`config.mk`:
```
export PLATFORM = sky130hd
export DESIGN_NAME = gamepad_report_to_key_events_flat
export DESIGN_NICKNAME = d
export VERILOG_FILES = /design/src/gpkev_pkg.sv /design/src/gpkev_if.sv /design/src/gpkev_front.sv /design/src/gpkev_queue.sv /design/src/gpkev_back.sv /design/src/gamepad_report_to_key_events.sv /design/src/flat_wrapper.sv
export SDC_FILE = /design/constraint.sdc
export NUM_CORES = 1
export LEC_CHECK = 0
export BUFFER_PORTS_ARGS = -buffer_cell sky130_fd_sc_hd__clkbuf_2
export CELL_PAD_IN_SITES_DETAIL_PLACEMENT = 1
export CELL_PAD_IN_SITES_GLOBAL_PLACEMENT = 2
export CORE_UTILIZATION = 44
export CTS_CLUSTER_SIZE = 8
export DETAILED_ROUTE_END_ITERATION = 7
export HOLD_SLACK_MARGIN = 0.06
export PLACE_DENSITY_LB_ADDON = 0.1
export SLEW_MARGIN = 20
export SYNTH_ARGS = -nofsm -noshare
export SYNTH_HDL_FRONTEND = slang
export SYNTH_SLANG_ARGS = --single-unit
```
`constraint.sdc`:
```
create_clock -name clk -period 7.3 [get_ports clk]
set_input_delay 0.365 -clock clk [delete_from_list [all_inputs] [get_ports clk]]
set_output_delay 0.365 -clock clk [all_outputs]
set_load 0.01 [all_outputs]
```
`src/gpkev_pkg.sv`:
```
// Package with types, constants and tables of the gamepad report decoder.
`default_nettype none
package gpkev_pkg;

	localparam int QUEUE_DEPTH_DEFAULT = 4;
	localparam int NUM_KEYS = 10;
	localparam int MIN_REPORT_LEN = 14;

	localparam logic [15:0] TILT_THRESHOLD_RESET = 16'd22000;
	localparam logic [7:0] TRIGGER_DELTA_RESET = 8'd20;
	localparam logic [15:0] AXIS_DELTA_RESET = 16'd2000;

	typedef enum logic [1:0] {
		CFG_OUTPUT_MODE,
		CFG_TILT_THRESHOLD,
		CFG_TRIGGER_DELTA,
		CFG_AXIS_DELTA
	} cfg_idx_t;

	localparam logic OPC_REPORT = 1'b0;
	localparam logic OPC_RELEASE_ALL = 1'b1;

	localparam logic KIND_KEY = 1'b0;
	localparam logic KIND_PAD = 1'b1;

	localparam logic [3:0] HAT_UP = 4'd0;
	localparam logic [3:0] HAT_UP_RIGHT = 4'd1;
	localparam logic [3:0] HAT_RIGHT = 4'd2;
	localparam logic [3:0] HAT_DOWN_RIGHT = 4'd3;
	localparam logic [3:0] HAT_DOWN = 4'd4;
	localparam logic [3:0] HAT_DOWN_LEFT = 4'd5;
	localparam logic [3:0] HAT_LEFT = 4'd6;
	localparam logic [3:0] HAT_UP_LEFT = 4'd7;
	localparam logic [3:0] HAT_CENTER = 4'd8;

	localparam logic [6:0] KEY_TABLE [NUM_KEYS] = '{
		7'h00, 7'h01, 7'h26, 7'h28, 7'h25, 7'h7E, 7'h7D, 7'h24, 7'h35, 7'h31
	};

	typedef struct packed {
		logic kind;
		logic [NUM_KEYS-1:0] mask;
		logic [NUM_KEYS-1:0] levels;
		logic changed;
		logic [6:0] buttons;
		logic [3:0] hat;
		logic signed [15:0] left_x;
		logic signed [15:0] left_y;
		logic signed [15:0] right_x;
		logic signed [15:0] right_y;
	} job_t;

	typedef struct packed {
		logic kind;
		logic [6:0] key_code;
		logic pressed;
		logic [6:0] pad_buttons;
		logic [3:0] hat;
		logic signed [15:0] left_x;
		logic signed [15:0] left_y;
		logic signed [15:0] right_x;
		logic signed [15:0] right_y;
		logic changed;
		logic last;
	} out_item_t;

endpackage
`default_nettype wire

```
`src/gpkev_if.sv`:
```
// Valid/ready channel interfaces for input reports and result items.
`default_nettype none
interface gpkev_in_if;
	logic valid;
	logic ready;
	logic opcode;
	logic [6:0] report_length;
	logic [7:0] report_type;
	logic [7:0] dpad_byte;
	logic [7:0] face_byte;
	logic [7:0] left_trigger;
	logic [7:0] right_trigger;
	logic signed [15:0] left_x;
	logic signed [15:0] left_y;
	logic signed [15:0] right_x;
	logic signed [15:0] right_y;

	modport source (output valid, opcode, report_length, report_type, dpad_byte, face_byte,
		left_trigger, right_trigger, left_x, left_y, right_x, right_y, input ready);
	modport sink (input valid, opcode, report_length, report_type, dpad_byte, face_byte,
		left_trigger, right_trigger, left_x, left_y, right_x, right_y, output ready);
endinterface

interface gpkev_out_if;
	logic valid;
	logic ready;
	logic kind;
	logic [6:0] key_code;
	logic pressed;
	logic [6:0] pad_buttons;
	logic [3:0] hat;
	logic signed [15:0] out_left_x;
	logic signed [15:0] out_left_y;
	logic signed [15:0] out_right_x;
	logic signed [15:0] out_right_y;
	logic changed;
	logic last;

	modport source (output valid, kind, key_code, pressed, pad_buttons, hat, out_left_x,
		out_left_y, out_right_x, out_right_y, changed, last, input ready);
	modport sink (input valid, kind, key_code, pressed, pad_buttons, hat, out_left_x,
		out_left_y, out_right_x, out_right_y, changed, last, output ready);
endinterface
`default_nettype wire

```
`src/gpkev_front.sv`:
```
// Front end: configuration registers, report decode, change detection and job creation.
`default_nettype none
module gpkev_front (
	input wire logic clk,
	input wire logic arst_n,
	input wire logic cfg_we,
	input wire logic [1:0] cfg_idx,
	input wire logic [15:0] cfg_wdata,
	gpkev_in_if.sink in_ch,
	input wire logic q_full,
	output logic q_push,
	output gpkev_pkg::job_t q_job
);
	import gpkev_pkg::*;

	logic output_mode_q;
	logic [15:0] tilt_threshold_q;
	logic [7:0] trigger_delta_q;
	logic [15:0] axis_delta_q;
	logic [NUM_KEYS-1:0] held_keys_q;
	logic [7:0] last_trig_q [2];
	logic signed [15:0] last_axis_q [4];

	logic accept;
	logic keep;
	logic analog;
	logic chg;
	logic up, down, left, right;
	logic [NUM_KEYS-1:0] lv;
	logic [3:0] hat;
	logic [7:0] trg [2];
	logic signed [15:0] axs [4];

	function automatic logic [8:0] abs_diff8(logic [7:0] a, logic [7:0] b);
		logic [8:0] d;
		d = {1'b0, a} - {1'b0, b};
		return d[8] ? 9'(-d) : d;
	endfunction

	function automatic logic [16:0] abs_diff16(logic [15:0] a, logic [15:0] b);
		logic [16:0] d;
		d = {a[15], a} - {b[15], b};
		return d[16] ? 17'(-d) : d;
	endfunction

	assign in_ch.ready = !q_full;
	assign accept = in_ch.valid && !q_full;
	assign keep = (in_ch.opcode == OPC_REPORT) && (in_ch.report_type == 8'd0)
		&& (in_ch.report_length >= 7'(MIN_REPORT_LEN));

	assign trg[0] = in_ch.left_trigger;
	assign trg[1] = in_ch.right_trigger;
	assign axs[0] = in_ch.left_x;
	assign axs[1] = in_ch.left_y;
	assign axs[2] = in_ch.right_x;
	assign axs[3] = in_ch.right_y;

	assign up = in_ch.dpad_byte[0];
	assign down = in_ch.dpad_byte[1];
	assign left = in_ch.dpad_byte[2];
	assign right = in_ch.dpad_byte[3];

	always_comb begin
		lv[0] = in_ch.face_byte[4];
		lv[1] = in_ch.face_byte[5];
		lv[2] = in_ch.face_byte[7];
		lv[3] = in_ch.face_byte[6];
		lv[4] = in_ch.face_byte[0];
		lv[5] = up;
		lv[6] = down;
		lv[7] = in_ch.dpad_byte[4];
		lv[8] = in_ch.dpad_byte[5];
		lv[9] = in_ch.right_y > $signed(tilt_threshold_q);
	end

	always_comb begin
		analog = 1'b0;
		for (int i = 0; i < 2; i++) begin
			if (abs_diff8(trg[i], last_trig_q[i]) > {1'b0, trigger_delta_q}) begin
				analog = 1'b1;
			end
		end
		for (int i = 0; i < 4; i++) begin
			if (abs_diff16(axs[i], last_axis_q[i]) > {1'b0, axis_delta_q}) begin
				analog = 1'b1;
			end
		end
	end

	assign chg = analog || (lv != held_keys_q);

	always_comb begin
		if (up && left) begin
			hat = HAT_UP_LEFT;
		end else if (up && right) begin
			hat = HAT_UP_RIGHT;
		end else if (down && left) begin
			hat = HAT_DOWN_LEFT;
		end else if (down && right) begin
			hat = HAT_DOWN_RIGHT;
		end else if (up) begin
			hat = HAT_UP;
		end else if (right) begin
			hat = HAT_RIGHT;
		end else if (down) begin
			hat = HAT_DOWN;
		end else if (left) begin
			hat = HAT_LEFT;
		end else begin
			hat = HAT_CENTER;
		end
	end

	always_comb begin
		q_job = '0;
		q_push = 1'b0;
		if (in_ch.opcode == OPC_RELEASE_ALL) begin
			q_job.kind = KIND_KEY;
			q_job.mask = held_keys_q;
			q_push = accept && (held_keys_q != '0);
		end else if (output_mode_q) begin
			q_job.kind = KIND_PAD;
			q_job.changed = chg;
			q_job.buttons = {lv[8:7], lv[4:0]};
			q_job.hat = hat;
			q_job.left_x = in_ch.left_x;
			q_job.left_y = in_ch.left_y;
			q_job.right_x = in_ch.right_x;
			q_job.right_y = in_ch.right_y;
			q_push = accept && keep;
		end else begin
			q_job.kind = KIND_KEY;
			q_job.mask = lv ^ held_keys_q;
			q_job.levels = lv;
			q_job.changed = chg;
			q_push = accept && keep && (lv != held_keys_q);
		end
	end

	always_ff @(posedge clk or negedge arst_n) begin
		if (!arst_n) begin
			output_mode_q <= 1'b0;
			tilt_threshold_q <= TILT_THRESHOLD_RESET;
			trigger_delta_q <= TRIGGER_DELTA_RESET;
			axis_delta_q <= AXIS_DELTA_RESET;
		end else if (cfg_we) begin
			case (cfg_idx_t'(cfg_idx))
				CFG_OUTPUT_MODE: output_mode_q <= cfg_wdata[0];
				CFG_TILT_THRESHOLD: tilt_threshold_q <= cfg_wdata;
				CFG_TRIGGER_DELTA: trigger_delta_q <= cfg_wdata[7:0];
				CFG_AXIS_DELTA: axis_delta_q <= cfg_wdata;
				default: output_mode_q <= output_mode_q;
			endcase
		end
	end

	always_ff @(posedge clk or negedge arst_n) begin
		if (!arst_n) begin
			held_keys_q <= '0;
			last_trig_q[0] <= '0;
			last_trig_q[1] <= '0;
			for (int i = 0; i < 4; i++) begin
				last_axis_q[i] <= '0;
			end
		end else if (accept) begin
			if (in_ch.opcode == OPC_RELEASE_ALL) begin
				held_keys_q <= '0;
			end else if (keep) begin
				if (!output_mode_q) begin
					held_keys_q <= lv;
				end
				if (chg) begin
					last_trig_q[0] <= trg[0];
					last_trig_q[1] <= trg[1];
					for (int i = 0; i < 4; i++) begin
						last_axis_q[i] <= axs[i];
					end
				end
			end
		end
	end
endmodule
`default_nettype wire

```
`src/gpkev_queue.sv`:
```
// Short job queue between the decode front end and the event back end.
`default_nettype none
module gpkev_queue #(
	parameter int DEPTH = gpkev_pkg::QUEUE_DEPTH_DEFAULT
) (
	input wire logic clk,
	input wire logic arst_n,
	input wire logic push,
	input wire gpkev_pkg::job_t push_job,
	output logic full,
	input wire logic pop,
	output logic avail,
	output gpkev_pkg::job_t pop_job
);
	import gpkev_pkg::*;

	localparam int PW = (DEPTH > 1) ? $clog2(DEPTH) : 1;
	localparam int CW = $clog2(DEPTH + 1);

	job_t mem_q [DEPTH];
	logic [PW-1:0] wr_ptr_q;
	logic [PW-1:0] rd_ptr_q;
	logic [CW-1:0] count_q;
	logic do_push;
	logic do_pop;

	assign full = (count_q == CW'(DEPTH));
	assign avail = (count_q != '0);
	assign pop_job = mem_q[rd_ptr_q];
	assign do_push = push && !full;
	assign do_pop = pop && avail;

	function automatic logic [PW-1:0] next_ptr(logic [PW-1:0] p);
		return (p == PW'(DEPTH - 1)) ? '0 : PW'(p + 1'b1);
	endfunction

	always_ff @(posedge clk) begin
		if (do_push) begin
			mem_q[wr_ptr_q] <= push_job;
		end
	end

	always_ff @(posedge clk or negedge arst_n) begin
		if (!arst_n) begin
			wr_ptr_q <= '0;
			rd_ptr_q <= '0;
			count_q <= '0;
		end else begin
			if (do_push) begin
				wr_ptr_q <= next_ptr(wr_ptr_q);
			end
			if (do_pop) begin
				rd_ptr_q <= next_ptr(rd_ptr_q);
			end
			if (do_push && !do_pop) begin
				count_q <= CW'(count_q + 1'b1);
			end else if (do_pop && !do_push) begin
				count_q <= CW'(count_q - 1'b1);
			end
		end
	end
endmodule
`default_nettype wire

```
`src/gpkev_back.sv`:
```
// Back end: serializes queued jobs into key events or gamepad reports.
`default_nettype none
module gpkev_back (
	input wire logic clk,
	input wire logic arst_n,
	input wire logic q_avail,
	input wire gpkev_pkg::job_t q_job,
	output logic q_pop,
	gpkev_out_if.source out_ch
);
	import gpkev_pkg::*;

	job_t job_q;
	logic [NUM_KEYS-1:0] rem_q;
	logic busy_q;
	out_item_t out_q;
	logic out_valid_q;

	logic out_free;
	logic fire;
	logic done;
	logic [NUM_KEYS-1:0] low;
	logic [NUM_KEYS-1:0] rem_next;
	out_item_t item;

	assign low = rem_q & (~rem_q + 1'b1);
	assign rem_next = rem_q & ~low;
	assign out_free = !out_valid_q || out_ch.ready;
	assign fire = busy_q && out_free;
	assign done = fire && item.last;
	assign q_pop = q_avail && (!busy_q || done);

	always_comb begin
		item = '0;
		item.kind = job_q.kind;
		item.changed = job_q.changed;
		if (job_q.kind == KIND_PAD) begin
			item.pad_buttons = job_q.buttons;
			item.hat = job_q.hat;
			item.left_x = job_q.left_x;
			item.left_y = job_q.left_y;
			item.right_x = job_q.right_x;
			item.right_y = job_q.right_y;
			item.last = 1'b1;
		end else begin
			for (int i = 0; i < NUM_KEYS; i++) begin
				if (low[i]) begin
					item.key_code = KEY_TABLE[i];
					item.pressed = job_q.levels[i];
				end
			end
			item.last = (rem_next == '0);
		end
	end

	always_ff @(posedge clk or negedge arst_n) begin
		if (!arst_n) begin
			busy_q <= 1'b0;
		end else if (q_pop) begin
			busy_q <= 1'b1;
		end else if (done) begin
			busy_q <= 1'b0;
		end
	end

	always_ff @(posedge clk) begin
		if (q_pop) begin
			job_q <= q_job;
			rem_q <= q_job.mask;
		end else if (fire) begin
			rem_q <= rem_next;
		end
	end

	always_ff @(posedge clk or negedge arst_n) begin
		if (!arst_n) begin
			out_valid_q <= 1'b0;
		end else if (fire) begin
			out_valid_q <= 1'b1;
		end else if (out_ch.ready) begin
			out_valid_q <= 1'b0;
		end
	end

	always_ff @(posedge clk) begin
		if (fire) begin
			out_q <= item;
		end
	end

	assign out_ch.valid = out_valid_q;
	assign out_ch.kind = out_q.kind;
	assign out_ch.key_code = out_q.key_code;
	assign out_ch.pressed = out_q.pressed;
	assign out_ch.pad_buttons = out_q.pad_buttons;
	assign out_ch.hat = out_q.hat;
	assign out_ch.out_left_x = out_q.left_x;
	assign out_ch.out_left_y = out_q.left_y;
	assign out_ch.out_right_x = out_q.right_x;
	assign out_ch.out_right_y = out_q.right_y;
	assign out_ch.changed = out_q.changed;
	assign out_ch.last = out_q.last;
endmodule
`default_nettype wire

```
`src/gamepad_report_to_key_events.sv`:
```
// Top level of the gamepad report decoder with key-event and gamepad-report outputs.
// Usage:
// The in_ch channel takes one item per handshake: an input report or a release-all
// request. The out_ch channel delivers the result items; the final one of an input
// carries last. Configuration is written through cfg_we, cfg_idx and cfg_wdata while
// the block is idle; a write takes effect at the next clock edge.
// An input item is decoded and its state updated in the cycle it is accepted; its
// first result passes the queue, the job register and the output register before it
// appears on out_ch. A gamepad report is a single item, a key-event burst is one item
// per cycle while out_ch is ready, up to ten. The event serializer sets the rate: one
// result per cycle while out_ch is ready, and a one-result item can follow every cycle.
// The queue holds QUEUE_DEPTH decoded items; in_ch.ready drops while it is full.
// When the receiver stalls, the output register holds its item, the serializer
// waits and the queue fills before the input side stalls.
// Reset clears the held keys, the stored analog values, the queue and the output
// valid flag, and loads the configuration registers with their defaults.
`default_nettype none
module gamepad_report_to_key_events #(
	parameter int QUEUE_DEPTH = gpkev_pkg::QUEUE_DEPTH_DEFAULT
) (
	input wire logic clk,
	input wire logic arst_n,
	input wire logic cfg_we,
	input wire logic [1:0] cfg_idx,
	input wire logic [15:0] cfg_wdata,
	gpkev_in_if.sink in_ch,
	gpkev_out_if.source out_ch
);
	import gpkev_pkg::*;

	job_t push_job;
	job_t pop_job;
	logic push;
	logic full;
	logic pop;
	logic avail;

	gpkev_front u_front (
		.clk(clk),
		.arst_n(arst_n),
		.cfg_we(cfg_we),
		.cfg_idx(cfg_idx),
		.cfg_wdata(cfg_wdata),
		.in_ch(in_ch),
		.q_full(full),
		.q_push(push),
		.q_job(push_job)
	);

	gpkev_queue #(
		.DEPTH(QUEUE_DEPTH)
	) u_queue (
		.clk(clk),
		.arst_n(arst_n),
		.push(push),
		.push_job(push_job),
		.full(full),
		.pop(pop),
		.avail(avail),
		.pop_job(pop_job)
	);

	gpkev_back u_back (
		.clk(clk),
		.arst_n(arst_n),
		.q_avail(avail),
		.q_job(pop_job),
		.q_pop(pop),
		.out_ch(out_ch)
	);
endmodule
`default_nettype wire

```
`src/flat_wrapper.sv`:
```
// flat-port wrapper written by rule: the top's interface ports become plain ports
module gamepad_report_to_key_events_flat import gpkev_pkg::*;
#(
	parameter int QUEUE_DEPTH = gpkev_pkg::QUEUE_DEPTH_DEFAULT
)
  (clk, arst_n, cfg_we, cfg_idx, cfg_wdata, in_ch_valid, in_ch_opcode, in_ch_report_length, in_ch_report_type, in_ch_dpad_byte, in_ch_face_byte, in_ch_left_trigger, in_ch_right_trigger, in_ch_left_x, in_ch_left_y, in_ch_right_x, in_ch_right_y, in_ch_ready, out_ch_valid, out_ch_kind, out_ch_key_code, out_ch_pressed, out_ch_pad_buttons, out_ch_hat, out_ch_out_left_x, out_ch_out_left_y, out_ch_out_right_x, out_ch_out_right_y, out_ch_changed, out_ch_last, out_ch_ready);
  gpkev_in_if in_ch_i ();
  gpkev_out_if out_ch_i ();
  input wire logic clk;
  input wire logic arst_n;
  input wire logic cfg_we;
  input wire logic [1:0] cfg_idx;
  input wire logic [15:0] cfg_wdata;
  input wire logic [$bits(in_ch_i.valid)-1:0] in_ch_valid;
  input wire logic [$bits(in_ch_i.opcode)-1:0] in_ch_opcode;
  input wire logic [$bits(in_ch_i.report_length)-1:0] in_ch_report_length;
  input wire logic [$bits(in_ch_i.report_type)-1:0] in_ch_report_type;
  input wire logic [$bits(in_ch_i.dpad_byte)-1:0] in_ch_dpad_byte;
  input wire logic [$bits(in_ch_i.face_byte)-1:0] in_ch_face_byte;
  input wire logic [$bits(in_ch_i.left_trigger)-1:0] in_ch_left_trigger;
  input wire logic [$bits(in_ch_i.right_trigger)-1:0] in_ch_right_trigger;
  input wire logic [$bits(in_ch_i.left_x)-1:0] in_ch_left_x;
  input wire logic [$bits(in_ch_i.left_y)-1:0] in_ch_left_y;
  input wire logic [$bits(in_ch_i.right_x)-1:0] in_ch_right_x;
  input wire logic [$bits(in_ch_i.right_y)-1:0] in_ch_right_y;
  output wire logic [$bits(in_ch_i.ready)-1:0] in_ch_ready;
  output wire logic [$bits(out_ch_i.valid)-1:0] out_ch_valid;
  output wire logic [$bits(out_ch_i.kind)-1:0] out_ch_kind;
  output wire logic [$bits(out_ch_i.key_code)-1:0] out_ch_key_code;
  output wire logic [$bits(out_ch_i.pressed)-1:0] out_ch_pressed;
  output wire logic [$bits(out_ch_i.pad_buttons)-1:0] out_ch_pad_buttons;
  output wire logic [$bits(out_ch_i.hat)-1:0] out_ch_hat;
  output wire logic [$bits(out_ch_i.out_left_x)-1:0] out_ch_out_left_x;
  output wire logic [$bits(out_ch_i.out_left_y)-1:0] out_ch_out_left_y;
  output wire logic [$bits(out_ch_i.out_right_x)-1:0] out_ch_out_right_x;
  output wire logic [$bits(out_ch_i.out_right_y)-1:0] out_ch_out_right_y;
  output wire logic [$bits(out_ch_i.changed)-1:0] out_ch_changed;
  output wire logic [$bits(out_ch_i.last)-1:0] out_ch_last;
  input wire logic [$bits(out_ch_i.ready)-1:0] out_ch_ready;
  assign in_ch_i.valid = in_ch_valid;
  assign in_ch_i.opcode = in_ch_opcode;
  assign in_ch_i.report_length = in_ch_report_length;
  assign in_ch_i.report_type = in_ch_report_type;
  assign in_ch_i.dpad_byte = in_ch_dpad_byte;
  assign in_ch_i.face_byte = in_ch_face_byte;
  assign in_ch_i.left_trigger = in_ch_left_trigger;
  assign in_ch_i.right_trigger = in_ch_right_trigger;
  assign in_ch_i.left_x = in_ch_left_x;
  assign in_ch_i.left_y = in_ch_left_y;
  assign in_ch_i.right_x = in_ch_right_x;
  assign in_ch_i.right_y = in_ch_right_y;
  assign in_ch_ready = in_ch_i.ready;
  assign out_ch_valid = out_ch_i.valid;
  assign out_ch_kind = out_ch_i.kind;
  assign out_ch_key_code = out_ch_i.key_code;
  assign out_ch_pressed = out_ch_i.pressed;
  assign out_ch_pad_buttons = out_ch_i.pad_buttons;
  assign out_ch_hat = out_ch_i.hat;
  assign out_ch_out_left_x = out_ch_i.out_left_x;
  assign out_ch_out_left_y = out_ch_i.out_left_y;
  assign out_ch_out_right_x = out_ch_i.out_right_x;
  assign out_ch_out_right_y = out_ch_i.out_right_y;
  assign out_ch_changed = out_ch_i.changed;
  assign out_ch_last = out_ch_i.last;
  assign out_ch_i.ready = out_ch_ready;
  gamepad_report_to_key_events #(.QUEUE_DEPTH(QUEUE_DEPTH)) u_core (.clk(clk), .arst_n(arst_n), .cfg_we(cfg_we), .cfg_idx(cfg_idx), .cfg_wdata(cfg_wdata), .in_ch(in_ch_i), .out_ch(out_ch_i));
endmodule
```
# Word level (Yosys, flattened, before mapping)
# Memories as Yosys holds them, arrays and structs flattened.
# Index checks and enable logic that the tools add are counted.
# word_totals
reg_bits	323
ramBits	388
input_bits	135
out_inout_bits	88
wordCells	177
n_memories	1
# classes
addsub	17
order_cmp	8
n_eq_ne	8
muxes	53
bitwise_logic	6
n_reduce_logical	44
# memory_table
name	depth	word_bits	rd	rd_clocked_by_memory_dff	wr	line_no	source
u_core.u_queue.mem_q	4	97	1	0	1	gpkev_queue.sv:20	job_t mem_q [DEPTH];
# op_table
cell	n
86-bit two-way mux	1
75-bit two-way mux	1
17-bit by 16-bit > comparator with 1-bit output	4
17-bit two-way mux	4
17-bit negator	4
16-bit by 16-bit subtractor with 17-bit output	4
10-bit two-way mux	5
8-bit two-way mux	6
4-bit two-way mux	8
7-bit two-way mux	3
10-bit bitwise AND	2
20-bit two-way mux	1
10-bit NOT	2
9-bit by 8-bit > comparator with 1-bit output	2
9-bit two-way mux	2
9-bit negator	2
8-bit by 8-bit subtractor with 9-bit output	2
1-bit logical AND	17
1-bit two-way mux	17
16-bit > comparator	1
11-bit two-way mux	1
10-bit by 1-bit adder with 10-bit output, second input constant	1
10-bit logical NOT	1
10-bit != test	1
other kinds (25)	44

# Longest topological paths before layout
# logic_depth
depth_word	14
depth_mapped	26

# By module
# A second synthesis with hierarchy kept.
# hier_totals
cells_unflattened	2559
area_unflattened_um2	35450.2
# by_module_without_submodules
module	instances	cells_each	area_per_inst_um2	seq_area_each_um2
gpkev_queue	1	544	14417.6	11826.3
gpkev_front	1	1640	14331.2	3298.2
gpkev_back	1	375	6701.4	5545.3

# Worst setup path before layout
# OpenSTA, ideal clock, no wires.
# synth_path
path_type	input to register
start	input in_ch_right_x[0]
end	register u_core.u_front.last_axis_q[0] in the netlist's numbering
setup_ps	125
t_arrival_ps	5999
t_required_ps	7175
slack_ps	1176
cell_stages	24
path_cell_list	inv_1 > ha_1 > inv_1 > fa_1 > a21o_1 > a21o_1 > a2111oi_2 > nor3_1 > or4_4 > or3_4 > nor2_2 > nand3b_1 > o31ai_1 > xnor2_1 > ha_1 > a21o_1 > a2111oi_0 > a21oi_1 > nand3b_1 > a31oi_1 > o2111ai_2 > o41ai_4 > buf_8 > mux2_4
# synth_between
elab_chain_len	8
# synth_rtl
item	line_no	source
start: declaration	flat_wrapper.sv:24	input wire logic [$bits(in_ch_i.right_x)-1:0] in_ch_right_x;
16-bit by 16-bit subtractor with 17-bit output (*)	gpkev_front.sv:42	d = {a[15], a} - {b[15], b};
17-bit negator	gpkev_front.sv:43	return d[16] ? 17'(-d) : d;
17-bit two-way mux (*)	gpkev_front.sv:43	
17-bit by 16-bit > comparator with 1-bit output (*)	gpkev_front.sv:84	if (abs_diff16(axs[i], last_axis_q[i]) > {1'b0, axis_delta_q}) begin
1-bit two-way mux (*) (2 in a row)	gpkev_front.sv:84	
1-bit logical OR (*)	gpkev_front.sv:90	assign chg = analog || (lv != held_keys_q);
4-bit AND reduction (no source line) (*)	n/a	
end signal: indexed assignment	gpkev_front.sv:176	last_axis_q[i] <= axs[i];
end: declaration	gpkev_front.sv:22	logic signed [15:0] last_axis_q [4];
# Every way passes the cells marked *; elsewhere a longest branch is shown, timed or not.
# A chain may end at the register's enable or synchronous reset.

# Final worst setup path
# layout_path
start	input in_ch_right_x[0]
end	register u_core.u_front.last_axis_q[12] in the netlist's numbering
# The elaborated chain is that of the path after synthesis.

==> impl_results.md <==
* Synth cell types at 94
* Mapped Area at 35,000 um^2
* Status: finished clean
* Worst hold path type: in -> reg
* Ys async rst share at 0.197
* Die W at 284 um
* Area growth from synthesis to layout at 17.9%
* Tot GR Track Use at 0.217
* # IOs at 223
* Hold Slack at 0.0916 ns
* Count of final max-slew check failures at 0
* Antenna viol nets, final at 0
* Syn nets at 2,812
* Mapped Cells at 2,482
* Die area at 80,600 um^2
* Fmax at 0.144 GHz
* Fin Setup TNS at 0 ns
* Fraction of layout cells with a size suffix above 1 at 0.215
* Top Family by Delay on Critical Path: compound AO/OA/AOI/OAI gates
* Crit-path slowest cell: dlygate4sd3_1
* Slew @ Worst Pin at 1.00 ns
* Worst R2R Start: u_core.u_front.last_axis_q[16]$_DFFE_PN0P_
* Hold endpoint: u_core.u_front.last_axis_q[7]$_DFFE_PN0P_
* Post_cts resized at 0
* Initial DRC Count at 961
* R2r setup slk at 0.45 ns
* Critical register-to-register path endpoint: u_core.u_front.last_axis_q[12]$_DFFE_PN0P_
* Clk_lat worst skew at 0.66 ns
* Routed vias at 21.5k
* Final WS setup at 0.340 ns
* Drt via density at 5.40
* Hold Vio Cnt, Final at 0
* CP required at 7.82 ns
* RSZ-0062 raised after global routing: false
* Relative slew slack at 0.331
* Crit end category: flip-flop
* CTS tree: yes
* Worst-case reg-to-reg path depth at 23
* TritonRoute pass-1 iters at 7
* Fin crit period at 6.96 ns
* Total global routing overflow at 0
* Largest net degree at the start of global routing at 85
* CTS clock-pin slew for the worst setup and hold paths at 0.05 ns
* CP Buf/Inv Count at 5
* Chip Height at 284 um
* Hold_sp: in_ch_right_y[7]
* CP most frequent cell: a21o_1
* Clk buf depth at 3
* Maxcap violations at 0
* Sequential fraction of the synthesis area at 0.591
* Post-synth EDFFs at 571
* CP peak stage delay at 0.56 ns
* Clk_skew at 0.0228 ns
* GP Congestion at 0.804
* CP Launch Type: primary input
* Pre-CTS WS at 0.278 ns
* Vias in the first global route at 23.7k
* Ys Warns at 0
* Average wire per standard cell at 21.7 um
* Worst vdd ir at 184 uV
* Register bit count reported by yosys at 711
* Hold Path Stages at 2
* Final worst-path cycle share at 0.953
* DR DRC count at 0
* # port buffers at 216
* Wirelength, routed at 86,500 um
* Critical path class: in -> reg
* Leak at 0.0159 uW
* Max H-tree Level at 3
* Core area at 78,700 um^2
* Initial Utilization at 0.444
* Pwr/cell area at 306 nW/um^2
* Syn avg cell area at 14.1 um^2
* CTS Buf Count at 99
* Clock root cell: clkbuf_16
* Initial antenna violation count at 3
* Nets at 3,172
* Critical path data arrival time at 7.48 ns
* Num rows at 103
* Top_reg_cell synth: edfxtp_1
* First-pass GRT wire length at 135,000 um
* Post-DP HPWL at 58,000 um
* Clock sink count at 711
* Final setup vio count at 0
* CP max FO at 46
[registers in the layout, indices dropped and copies added, names as in the netlist, 3 cells and up]
register                          count
u_core.u_back.rem_q                  10
u_core.u_back.out_ch.out_right_y     16
u_core.u_front.axis_delta_q          16
u_core.u_front.last_trig_q           16
u_core.u_front.tilt_threshold_q      16
u_core.u_front.trigger_delta_q        8
u_core.u_front.last_axis_q           64
u_core.u_back.out_ch.key_code         7
u_core.u_queue.mem_q                388
u_core.u_queue.count_q                3
u_core.u_back.out_ch.out_left_y      16
u_core.u_front.held_keys_q           10
u_core.u_back.out_ch.out_left_x      16
u_core.u_back.job_q                  85
u_core.u_back.out_ch.out_right_x     16
u_core.u_back.out_ch.hat              4
u_core.u_back.out_ch.pad_buttons      7
[synth_stat cells, drive strengths merged (6+ instances only)]
library cell / instances / share of area
a2111oi: 6 / 0.0024
a211oi: 17 / 0.0037
a21o: 26 / 0.0057
a21oi: 103 / 0.015
a22o: 9 / 0.0023
a31oi: 17 / 0.0030
and2: 152 / 0.027
and3: 9 / 0.0018
buf: 19 / 0.0048
clkbuf: 54 / 0.0058
dfrtp: 124 / 0.089
dfstp: 16 / 0.012
edfxtp: 571 / 0.49
fa: 7 / 0.0040
ha: 188 / 0.067
inv: 181 / 0.019
mux2: 127 / 0.049
mux4: 97 / 0.062
nand2: 97 / 0.011
nand2b: 23 / 0.0041
nand3: 31 / 0.0044
nand3b: 12 / 0.0026
nand4: 27 / 0.0048
nor2: 118 / 0.013
nor2b: 11 / 0.0020
nor3: 36 / 0.0053
nor3b: 6 / 0.0013
nor4: 9 / 0.0018
o211ai: 7 / 0.0015
o21a: 8 / 0.0017
o21ai: 114 / 0.017
o21bai: 11 / 0.0024
o31ai: 20 / 0.0043
o41ai: 7 / 0.0023
or3: 15 / 0.0030
or4: 7 / 0.0018
xnor2: 97 / 0.024
xor2: 43 / 0.011
[placed cells by master, fill, tap and decap left out, types with 12 or more instances in the layout]
| cell type | instances |
|---|---|
| ha_1 | 188 |
| buf_4 | 15 |
| dfstp_2 | 16 |
| o31ai_1 | 19 |
| and2_1 | 147 |
| a21oi_1 | 101 |
| o21ai_0 | 110 |
| edfxtp_1 | 571 |
| a211oi_1 | 17 |
| mux2_2 | 46 |
| mux2_4 | 80 |
| nor2_1 | 117 |
| mux4_2 | 97 |
| nand4_1 | 27 |
| dlygate4sd3_1 | 93 |
| nand2b_1 | 23 |
| or3_1 | 12 |
| dfrtp_1 | 122 |
| a21o_1 | 24 |
| nor3_1 | 35 |
| nand3_1 | 31 |
| nand2_1 | 95 |
| inv_1 | 179 |
| clkbuf_2 | 215 |
| clkbuf_1 | 75 |
| xnor2_1 | 97 |
| a31oi_1 | 17 |
| nand3b_1 | 12 |
| xor2_1 | 41 |
| clkbuf_16 | 100 |
[worst max path at each step]
stage	startpoint	to	slack, ns	cells after the start
after floorplan	in_ch_right_x[0]	u_core.u_front.last_axis_q[0]$_DFFE_PN0P_	1.18	24
after global placement	in_ch_right_x[0]	u_core.u_front.last_axis_q[12]$_DFFE_PN0P_	0.44	25
after detailed placement	in_ch_right_x[0]	u_core.u_front.last_axis_q[20]$_DFFE_PN0P_	0.28	25
after CTS	in_ch_right_x[0]	u_core.u_front.last_axis_q[15]$_DFFE_PN0P_	0.39	26
after global routing	in_ch_right_x[0]	u_core.u_front.last_axis_q[12]$_DFFE_PN0P_	0.01	27
final	in_ch_right_x[0]	u_core.u_front.last_axis_q[12]$_DFFE_PN0P_	0.34	26
[per-layer routing]
metal / wire (um) / global-route usage / part of all wire
met5: 0 / 0 / 0
met4: 1490 / 0.0550 / 0.017
met3: 2980 / 0.0316 / 0.034
met2: 42900 / 0.371 / 0.50
met1: 39100 / 0.289 / 0.45
[logic make-up (layout without fill, tap and decap cells)]
family	Yosys count	in the layout	share of synthesized area
buffers and inverters	254	698	0.0301
DFF	711	711	0.591
adders and majority gates	196	196	0.0716
muxes	228	228	0.113
AOI/OAI and AO/OA	387	387	0.0716
other	0	1	0
and+or+nand+nor	566	566	0.0869
xor gates and xnor gates	140	140	0.0355
[metrics by stage]
stage	total power (uW)	utilization	area, um^2	cells
after floorplan	7320	-	35000	2482
after global routing	13200	0.523	41200	3977
final	12600	0.523	41200	3977
after detailed placement	8320	0.473	37300	3696
after CTS	12800	0.523	41200	3974
after global placement	8190	0.473	37300	3696
[layout make-up]
class | instances | area (um^2)
Antenna cell | 1 | 2.50
Clock buffer | 178 | 2830
Clock inverter | 7 | 148
Tap cell | 1050 | 1310
Inverter | 181 | 682
Timing Repair Buffer | 332 | 2310
Fill cell | 7760 | 37500
Multi-Input combinational cell | 1517 | 13300
Sequential cell | 711 | 20700
[timing repair]
item | CTS | global route
endpoints found under the hold margin | 183 | 0
setup endpoints to repair | 0 | 0
buffers inserted | 0 | 0
hold buffers | 93 | 0
[power by group]
| group | internal [uW] | switching, uW |
|---|---|---|
| Sequential | 5100 | 300 |
| Combinational | 1250 | 1600 |
| Clock | 2610 | 1750 |
(Power assumes the default switching activity.)
